==> src/rtl/mfle_pkg.sv <==
// Shared types and byte constants for the mbox From-line escaper.
package mfle_pkg;

  localparam logic [7:0] CH_CR = 8'h0D;
  localparam logic [7:0] CH_LF = 8'h0A;

  // CR LF "From "
  localparam logic [7:0] ESC_PAT [7] = '{
    8'h0D, 8'h0A, "F", "r", "o", "m", " "
  };

  // CR LF ">From "
  localparam logic [7:0] ESC_OUT [8] = '{
    8'h0D, 8'h0A, ">", "F", "r", "o", "m", " "
  };

  localparam logic [7:0] SEP_LINE [32] = '{
    "F", "r", "o", "m", " ", "-", " ", "M", "o", "n", " ", "J", "a", "n", " ", "1",
    " ", "0", "0", ":", "0", "0", ":", "0", "0", " ", "1", "9", "6", "5",
    8'h0D, 8'h0A
  };

  typedef struct packed {
    logic [7:0] in_byte;
    logic       message_end;
  } in_t;

  typedef struct packed {
    logic [7:0] out_byte;
    logic       run_last;
    logic       message_done;
  } out_t;

  // Output plan of one item, segments in emission order.
  typedef struct packed {
    logic       sep;
    logic [2:0] look_n;
    logic [2:0] flush_n;
    logic       esc;
    logic       emit_b;
    logic [7:0] data;
    logic [2:0] tail_n;
    logic       crlf;
  } plan_t;

endpackage

==> src/rtl/mfle_plan.sv <==
// Per-item decode: message phase tracking and output plan generation.
module mfle_plan (
  input  logic            clk,
  input  logic            rst,
  input  logic            fire,
  input  mfle_pkg::in_t   item,
  output mfle_pkg::plan_t plan,
  output logic            plan_some
);

  localparam logic [7:0] CH_TAB   = 8'h09;
  localparam logic [7:0] CH_SPACE = 8'h20;

  typedef enum logic [3:0] {
    PH_LOOK       = 4'b0001,
    PH_SKIP_LINE  = 4'b0010,
    PH_SKIP_SPACE = 4'b0100,
    PH_BODY       = 4'b1000
  } phase_t;

  phase_t     phase;
  phase_t     phase_next;
  logic [2:0] cnt;
  logic [2:0] cnt_next;
  logic [2:0] la_c;
  logic [2:0] bd_c;
  logic [7:0] b;
  logic       is_space;

  assign b        = item.in_byte;
  assign la_c     = (cnt < 3'd6) ? cnt : 3'd0;
  assign bd_c     = (cnt == 3'd7) ? 3'd0 : cnt;
  assign is_space = (b == CH_SPACE) || (b == CH_TAB) ||
                    (b == mfle_pkg::CH_CR) || (b == mfle_pkg::CH_LF);

  always_comb begin
    plan       = '0;
    plan.data  = b;
    phase_next = phase;
    cnt_next   = cnt;
    case (phase)
      PH_LOOK: begin
        if (la_c < 3'd5) begin
          if (b != mfle_pkg::ESC_PAT[la_c + 3'd2]) begin
            plan.sep    = 1'b1;
            plan.look_n = la_c;
            phase_next  = PH_BODY;
            if (b == mfle_pkg::CH_CR) begin
              cnt_next = 3'd1;
            end else begin
              plan.emit_b = 1'b1;
              cnt_next    = 3'd0;
            end
          end else begin
            cnt_next = la_c + 3'd1;
          end
        end else begin
          cnt_next   = 3'd0;
          phase_next = (b == mfle_pkg::CH_CR) ? PH_SKIP_SPACE : PH_SKIP_LINE;
        end
      end
      PH_SKIP_LINE: begin
        if (b == mfle_pkg::CH_CR) begin
          phase_next = PH_SKIP_SPACE;
        end
      end
      PH_SKIP_SPACE: begin
        if (!is_space) begin
          plan.sep    = 1'b1;
          plan.emit_b = 1'b1;
          cnt_next    = 3'd0;
          phase_next  = PH_BODY;
        end
      end
      PH_BODY: begin
        if ((bd_c != 3'd0) && (b == mfle_pkg::ESC_PAT[bd_c])) begin
          if (bd_c == 3'd6) begin
            plan.esc = 1'b1;
            cnt_next = 3'd0;
          end else begin
            cnt_next = bd_c + 3'd1;
          end
        end else begin
          plan.flush_n = bd_c;
          if (b == mfle_pkg::CH_CR) begin
            cnt_next = 3'd1;
          end else begin
            plan.emit_b = 1'b1;
            cnt_next    = 3'd0;
          end
        end
      end
      default: begin
        phase_next = PH_LOOK;
        cnt_next   = 3'd0;
      end
    endcase
    if (item.message_end) begin
      if (phase_next == PH_LOOK) begin
        plan.sep    = 1'b1;
        plan.look_n = cnt_next;
        plan.crlf   = 1'b1;
      end else if (phase_next == PH_BODY) begin
        plan.tail_n = cnt_next;
        plan.crlf   = 1'b1;
      end
      phase_next = PH_LOOK;
      cnt_next   = 3'd0;
    end
  end

  assign plan_some = plan.sep || (plan.look_n != 3'd0) || (plan.flush_n != 3'd0) ||
                     plan.esc || plan.emit_b || (plan.tail_n != 3'd0) || plan.crlf;

  always_ff @(posedge clk) begin
    if (rst) begin
      phase <= PH_LOOK;
      cnt   <= 3'd0;
    end else if (fire) begin
      phase <= phase_next;
      cnt   <= cnt_next;
    end
  end

endmodule

==> src/rtl/mfle_emit.sv <==
// Plan register, segment sequencer and output register.
module mfle_emit (
  input  logic            clk,
  input  logic            rst,
  input  logic            load,
  input  mfle_pkg::plan_t plan,
  output logic            busy,
  output logic            out_valid,
  input  logic            out_stall,
  output mfle_pkg::out_t  out_item
);

  typedef enum logic [6:0] {
    SEG_SEP   = 7'b0000001,
    SEG_LOOK  = 7'b0000010,
    SEG_FLUSH = 7'b0000100,
    SEG_ESC   = 7'b0001000,
    SEG_BYTE  = 7'b0010000,
    SEG_TAIL  = 7'b0100000,
    SEG_CRLF  = 7'b1000000
  } seg_t;

  mfle_pkg::plan_t pl;
  logic            plan_valid;
  seg_t            seg;
  logic [4:0]      pos;

  logic [6:0] ne_new;
  logic [6:0] ne_cur;
  logic [6:0] first;
  logic [6:0] above;
  logic [6:0] cand;
  logic [6:0] nxt;
  logic [4:0] lastpos;
  logic [7:0] cur_byte;
  logic       cur_done;
  logic       seg_end;
  logic       last_item;
  logic       go;

  assign ne_new = {plan.crlf, plan.tail_n != 3'd0, plan.emit_b, plan.esc,
                   plan.flush_n != 3'd0, plan.look_n != 3'd0, plan.sep};
  assign ne_cur = {pl.crlf, pl.tail_n != 3'd0, pl.emit_b, pl.esc,
                   pl.flush_n != 3'd0, pl.look_n != 3'd0, pl.sep};
  assign first  = ne_new & (~ne_new + 7'd1);
  assign above  = ~({seg[5:0], 1'b0} - 7'd1);
  assign cand   = ne_cur & above;
  assign nxt    = cand & (~cand + 7'd1);

  always_comb begin
    cur_done = 1'b0;
    case (seg)
      SEG_SEP: begin
        cur_byte = mfle_pkg::SEP_LINE[pos];
        lastpos  = 5'd31;
      end
      SEG_LOOK: begin
        cur_byte = mfle_pkg::ESC_PAT[pos[2:0] + 3'd2];
        lastpos  = {2'b00, pl.look_n} - 5'd1;
      end
      SEG_FLUSH: begin
        cur_byte = mfle_pkg::ESC_PAT[pos[2:0]];
        lastpos  = {2'b00, pl.flush_n} - 5'd1;
      end
      SEG_ESC: begin
        cur_byte = mfle_pkg::ESC_OUT[pos[2:0]];
        lastpos  = 5'd7;
      end
      SEG_BYTE: begin
        cur_byte = pl.data;
        lastpos  = 5'd0;
      end
      SEG_TAIL: begin
        cur_byte = mfle_pkg::ESC_PAT[pos[2:0]];
        lastpos  = {2'b00, pl.tail_n} - 5'd1;
      end
      SEG_CRLF: begin
        cur_byte = pos[0] ? mfle_pkg::CH_LF : mfle_pkg::CH_CR;
        cur_done = pos[0];
        lastpos  = 5'd1;
      end
      default: begin
        cur_byte = 8'h00;
        lastpos  = 5'd0;
      end
    endcase
  end

  assign seg_end   = (pos == lastpos);
  assign last_item = seg_end && (cand == 7'd0);
  assign go        = plan_valid && (!out_valid || !out_stall);
  assign busy      = plan_valid && !(go && last_item);

  always_ff @(posedge clk) begin
    if (rst) begin
      plan_valid <= 1'b0;
      out_valid  <= 1'b0;
      seg        <= SEG_SEP;
      pos        <= 5'd0;
    end else begin
      if (go) begin
        out_valid <= 1'b1;
      end else if (!out_stall) begin
        out_valid <= 1'b0;
      end
      if (load) begin
        plan_valid <= 1'b1;
        seg        <= seg_t'(first);
        pos        <= 5'd0;
      end else if (go) begin
        if (last_item) begin
          plan_valid <= 1'b0;
        end else if (seg_end) begin
          seg <= seg_t'(nxt);
          pos <= 5'd0;
        end else begin
          pos <= pos + 5'd1;
        end
      end
    end
  end

  always_ff @(posedge clk) begin
    if (load) begin
      pl <= plan;
    end
    if (go) begin
      out_item.out_byte     <= cur_byte;
      out_item.run_last     <= last_item;
      out_item.message_done <= cur_done;
    end
  end

endmodule

==> src/rtl/mbox_from_line_escaper.sv <==
// Top level of the mbox From-line escaper.
//
// Usage: message body bytes enter on the byte channel (byte_valid, byte_stall,
// byte_item), message_end set on the last byte of each message. Escaped mbox
// bytes leave on the mbox channel (mbox_valid, mbox_stall, mbox_item).
// A fixed separator line opens each message's output; a leading "From " line
// and the whitespace after it are dropped. CR LF "From " in the body becomes
// CR LF ">From ", and CR LF closes each message that has output (message_done
// on that LF). run_last flags the final byte that one input item produced.
// The plan of an accepted item is registered in the plan register; its bytes
// then leave through the output register. The input is held while the
// sequencer emits an item's bytes, one byte per cycle while mbox_stall is
// low; an item producing no bytes loads no plan. Plain body bytes flow at one
// per cycle while mbox_stall is low. Worst case is a burst of up to 39 bytes.
// Reset (rst, synchronous) empties the pipeline and starts a new message.
// When mbox_stall is high the output item holds and, once the plan register
// is occupied, byte_stall rises.
module mbox_from_line_escaper (
  input  logic           clk,
  input  logic           rst,
  input  logic           byte_valid,
  output logic           byte_stall,
  input  mfle_pkg::in_t  byte_item,
  output logic           mbox_valid,
  input  logic           mbox_stall,
  output mfle_pkg::out_t mbox_item
);

  mfle_pkg::plan_t plan;
  logic            plan_some;
  logic            busy;
  logic            fire;

  assign byte_stall = busy;
  assign fire       = byte_valid && !busy;

  mfle_plan u_plan (
    .clk       (clk),
    .rst       (rst),
    .fire      (fire),
    .item      (byte_item),
    .plan      (plan),
    .plan_some (plan_some)
  );

  mfle_emit u_emit (
    .clk       (clk),
    .rst       (rst),
    .load      (fire && plan_some),
    .plan      (plan),
    .busy      (busy),
    .out_valid (mbox_valid),
    .out_stall (mbox_stall),
    .out_item  (mbox_item)
  );

endmodule

==> config.mk <==
export PLATFORM = sky130hd
export DESIGN_NAME = mbox_from_line_escaper
export DESIGN_NICKNAME = d
export VERILOG_FILES = /design/src/rtl/mfle_pkg.sv /design/src/rtl/mfle_plan.sv /design/src/rtl/mfle_emit.sv /design/src/rtl/mbox_from_line_escaper.sv
export SDC_FILE = /design/constraint.sdc
export NUM_CORES = 1
export LEC_CHECK = 0
export ABC_AREA = 1
export BUFFER_PORTS_ARGS = -buffer_cell sky130_fd_sc_hd__clkbuf_2
export CAP_MARGIN = 20
export CORE_MARGIN = 8
export CORE_UTILIZATION = 25
export CTS_BUF_LIST = sky130_fd_sc_hd__clkbuf_4
export CTS_CLUSTER_SIZE = 28
export DETAILED_ROUTE_END_ITERATION = 16
export GPL_ROUTABILITY_DRIVEN = 0
export PLACE_DENSITY = 0.39
export SYNTH_ARGS = -nofsm -noshare
export SYNTH_HDL_FRONTEND = slang
export SYNTH_SLANG_ARGS = --single-unit
export TNS_END_PERCENT = 30
==> constraint.sdc <==
create_clock -name clk -period 8.8 [get_ports clk]
set_clock_uncertainty 0.1 [all_clocks]
set_input_delay 2.2 -clock clk [delete_from_list [all_inputs] [get_ports clk]]
set_output_delay 2.2 -clock clk [all_outputs]
set_load 0.005 [all_outputs]
==> impl.org <==
** Yosys
- Synthesis produced a netlist whose cell count is 621.
- The commonest cells after synthesis are sky130_fd_sc_hd__nand2_1, sky130_fd_sc_hd__inv_1, sky130_fd_sc_hd__nor2_1.
- Fraction of the yosys area taken by sequential cells :: between 30% and 40%
- Most area-hungry cell type in the Yosys netlist :: sky130_fd_sc_hd__edfxtp_1
- Ys Warns :: 0
- Average size of a mapped cell :: just under 7 µm²
- In this run the biggest area consumer among cell types represents a little over a fifth of the synthesized area.
- Counting every net in the synthesized netlist gives ~660.
- Cell types with the largest area share after synthesis :: sky130_fd_sc_hd__edfxtp_1, sky130_fd_sc_hd__nand2_1, sky130_fd_sc_hd__dfxtp_1, sky130_fd_sc_hd__ha_1, sky130_fd_sc_hd__inv_1
- Among all cell types in the netlist, the one instantiated most often is sky130_fd_sc_hd__nand2_1.
- Post-synth EDFFs :: 30
- Share of synthesized registers carrying an async set or reset :: 0%
- Register bit count reported by yosys :: between 50 and 60
- Ys flop type :: sky130_fd_sc_hd__edfxtp_1
- Total standard cell area after synthesis :: about 0.0043 mm²
- The number of different library cells used by synthesis comes to 45.

** Global route
- Entering global routing, the biggest net connects 26 pins.
- Global-route wire length before repair :: roughly 21000 µm
- The via count of the first global-routing pass was between 4k and 5k.
- Total global routing track utilization :: between 10% and 20%
- For this run, global-route usage on met2 was measured as 20.6%.
- Fraction of met1 tracks used by global routing :: 14.7%
- Number of antenna violations at the first check in global routing :: 1
- For this run, global-route usage on met3 was measured as under 10%.
- In this run the most used layer during global routing was met2.
- The total overflow left after global routing is 0.

** Layout
- In the final design database the tool counted just under 700 nets.
- Layout fillers :: ~1.9k
- The sequential cells in the finished layout cover a total of about 0.0013 mm².
- Compared with the post-synthesis result, the final layout area differs by 10.6%.
- Total area of multi-input combinational cells :: approximately 0.0026 mm²
- In the final layout, the share of cells above drive strength 1 is roughly 15%.
- Final standard cell count with taps included and fillers excluded :: about 870

** Pwr
- Leakage power total :: about 2.2 nW
- Total power per unit cell area :: about 160 mW/mm²
- Maximum vdd drop :: a little over 0.05 mV
- In this run switching power makes up between 40% and 50% of total power.
- Cell internal power was estimated by the tool at ~0.44 mW.
- Combinational logic burns roughly two fifths of the power.
- The analysis attributes to net switching a power of 0.304 mW.
- Sequential cells burn 42.1% of the power.
- Of the total power, the clock network draws approximately a fifth.

** Timing
- Final Slew Violations :: 0
- Hold violation count in the final report :: 0
- Worst-case headroom to the max-slew limit :: 32.6%
- Final worst path period need :: slightly below 6 ns
- Transition at the pin with the smallest max-transition slack :: slightly above 1 ns
- Adding up every negative setup slack in the final design gives 0 ns.
- Timing-limited maximum frequency :: about 170 MHz
- Setup repair after global routing missed its margin :: false
- Dividing the final minimum period by the clock period gives 66.2%.
- Setup violations remaining at the end of the flow were counted as 0.

** Worst setup path
- STA classifies the critical path endpoint as a primary output.
- Along the worst path, the maximum fanout reaches 14.
- The critical path contains buffers and inverters numbering 3 combined.
- The largest single stage delay on the critical path is approximately 0.75 ns.
- Worst endpoint required time :: about 6.5 ns
- Sort of element at the start of the critical path :: primary input
- The slowest stage of the critical path is the sky130_fd_sc_hd__a21oi_2 cell.
- Data arrives at the worst endpoint at 3.52 ns.
- Critical Path Start :: mbox_stall
- WS Path Type :: in2out
- Grouping stages by cell kind, the critical path spends the most delay in compound AO/OA/AOI/OAI gates.
- R2R Path Start :: u_emit.seg[0]
- Traced cell by cell, the critical path runs through clkbuf_2 -> a21oi_2 -> nand4_4 -> nand2_2 -> inv_1 -> clkbuf_2.
- Counting stages on the worst path, the most repeated cell is sky130_fd_sc_hd__clkbuf_2.

** Floorplan
- 25 I/O pins were placed.
- After floorplanning, the core was divided into 47 placement rows.
- The die covers 0.0215 mm².
- In this run the horizontal extent of the chip is 147 µm.
- From bottom edge to top edge, the die measures about 150 µm.
- The core region is 0.0166 mm².
- Once the floorplan was initialized, standard cells occupied about a quarter of the core.

** Routing
- Dividing the detail-routed via count by the number of cells gives 4.69.
- Via total after detailed routing :: a little over 4k
- Total iterations of the first detailed-routing run :: 5
- The routed design has roughly 13000 µm of wire.
- After detailed routing, the average wire length per cell comes to around 15 µm.
- Number of nets still failing antenna checks after routing :: 0
- Post-route DRC :: 0
- The detailed router finished its first iteration with ~260 violations.

** Place
- DP HPWL :: between 10000 and 15000 µm
- The number of placed instances, taps included, is about 860.
- Port Buffer Count :: 24

** Job
- The tool flagged a number of max-cap violations equal to 0.

** Clock tree
- Total number of clock tree sinks :: 51
- The number of setup buffers added after CTS is 0.
- Clock-pin transition on the worst setup and hold timing paths :: ~0.15 ns
- Post-CTS Hold Fix Bufs :: 0
- Post-CTS repair changed the size of 0 cells.
- No sink is reached through more buffers than the 2 on the longest clock path.
- The clock reaches the later pin of the worst-skew pair after 0.40 ns.
- TritonCTS Buffers :: 5
- TritonCTS clock tree :: yes
- Number of levels the H-tree was split into :: 2
- Clock Root Buffer :: sky130_fd_sc_hd__clkbuf_4

** Min path
- The worst hold path belongs to the class reg2reg.
- In this run the most critical hold path is launched from u_emit.out_valid.

** Outcome
- Result of the run :: completed
## cell usage in the layout, fill, tap and decap left out, drive strengths merged, types with 4 or more instances in the layout
cell,count
o31ai,4
nand2,176
o21ai,29
clkbuf,29
nor3,9
a211oi,4
edfxtp,30
nand3,58
nand4,11
inv,94
a21oi,29
o211ai,4
ha,27
dfxtp,21
nor2,88
o22ai,4
## tightest hold or removal path, stage by stage (launching register included)
cell and delay, ns:
sky130_fd_sc_hd__dfxtp_1 0.36, sky130_fd_sc_hd__nand2_1 0.06, sky130_fd_sc_hd__a21oi_1 0.05
## final timing paths
path,cells after the start,slack [ns],to
worst max register to register,25,4.97,u_emit.seg[0]
worst min-delay path,2,0.40,u_emit.out_valid
worst max-delay path,6,2.98,byte_stall
worst min register to register,2,0.40,u_emit.out_valid
## area by class of cell
class | count | area share [%]
clock inverter | 3 | 0.821
antenna | 2 | 0.106
sequential | 51 | 28.0
timing repair buffer | 25 | 2.70
inverter | 96 | 7.63
tap | 220 | 5.82
clock buffer | 5 | 0.794
multi-input combinational | 467 | 54.2
## routing by layer
| layer | part of all wire (%) | vias up | wire (µm) |
|---|---|---|---|
| met3 | 3.5 | 17 | 446 |
| li1 | - | 2099 | - |
| met1 | 46 | 1901 | 5850 |
| met2 | 48 | 60 | 6110 |
| met4 | 1.8 | 0 | 226 |
| met5 | 0 | - | 0 |
## flip-flops by register name, summed over array words and instances (netlist names)
signal	count
u_emit.pl	17
u_emit.seg	7
u_emit.out_valid	1
u_plan.cnt	3
u_emit.plan_valid	1
u_emit.ne_cur	3
u_plan.phase	4
u_emit.pos	5
u_emit.out_item	10
## stage by stage
| step | utilization (%) | worst slack, ns | hold WS (ns) | area [µm²] | power (mW) |
|---|---|---|---|---|---|
| 2_1_floorplan | - | 3.16 | 0.355 | 4270 | 0.529 |
| 3_3_place_gp | 27.9 | 2.97 | 0.371 | 4640 | 0.615 |
| 3_5_place_dp | 27.9 | 2.92 | 0.392 | 4640 | 0.614 |
| 4_1_cts | 28.4 | 2.92 | 0.413 | 4720 | 0.756 |
| 5_1_grt | 28.4 | 2.87 | 0.437 | 4730 | 0.806 |
| 6_report | 28.4 | 2.98 | 0.405 | 4730 | 0.742 |
## power groups by stage
stage	Combinational, mW	Sequential (mW)	Clock [mW]
finish	0.292	0.312	0.138
global route	0.335	0.316	0.155
CTS	0.297	0.313	0.147
detailed placement	0.296	0.319	0
global placement	0.297	0.318	0
floorplan	0.218	0.311	0
## cells by family after synthesis
logic type	count (synthesis)	synth area share, %
buf+inv	103	9.23
fa+ha+maj	27	7.91
xor+xnor	3	0.615
simple gates	348	38.5
compound gates	89	12.8
flops	51	30.9
No activity file was read; power rests on OpenSTA's default activity.
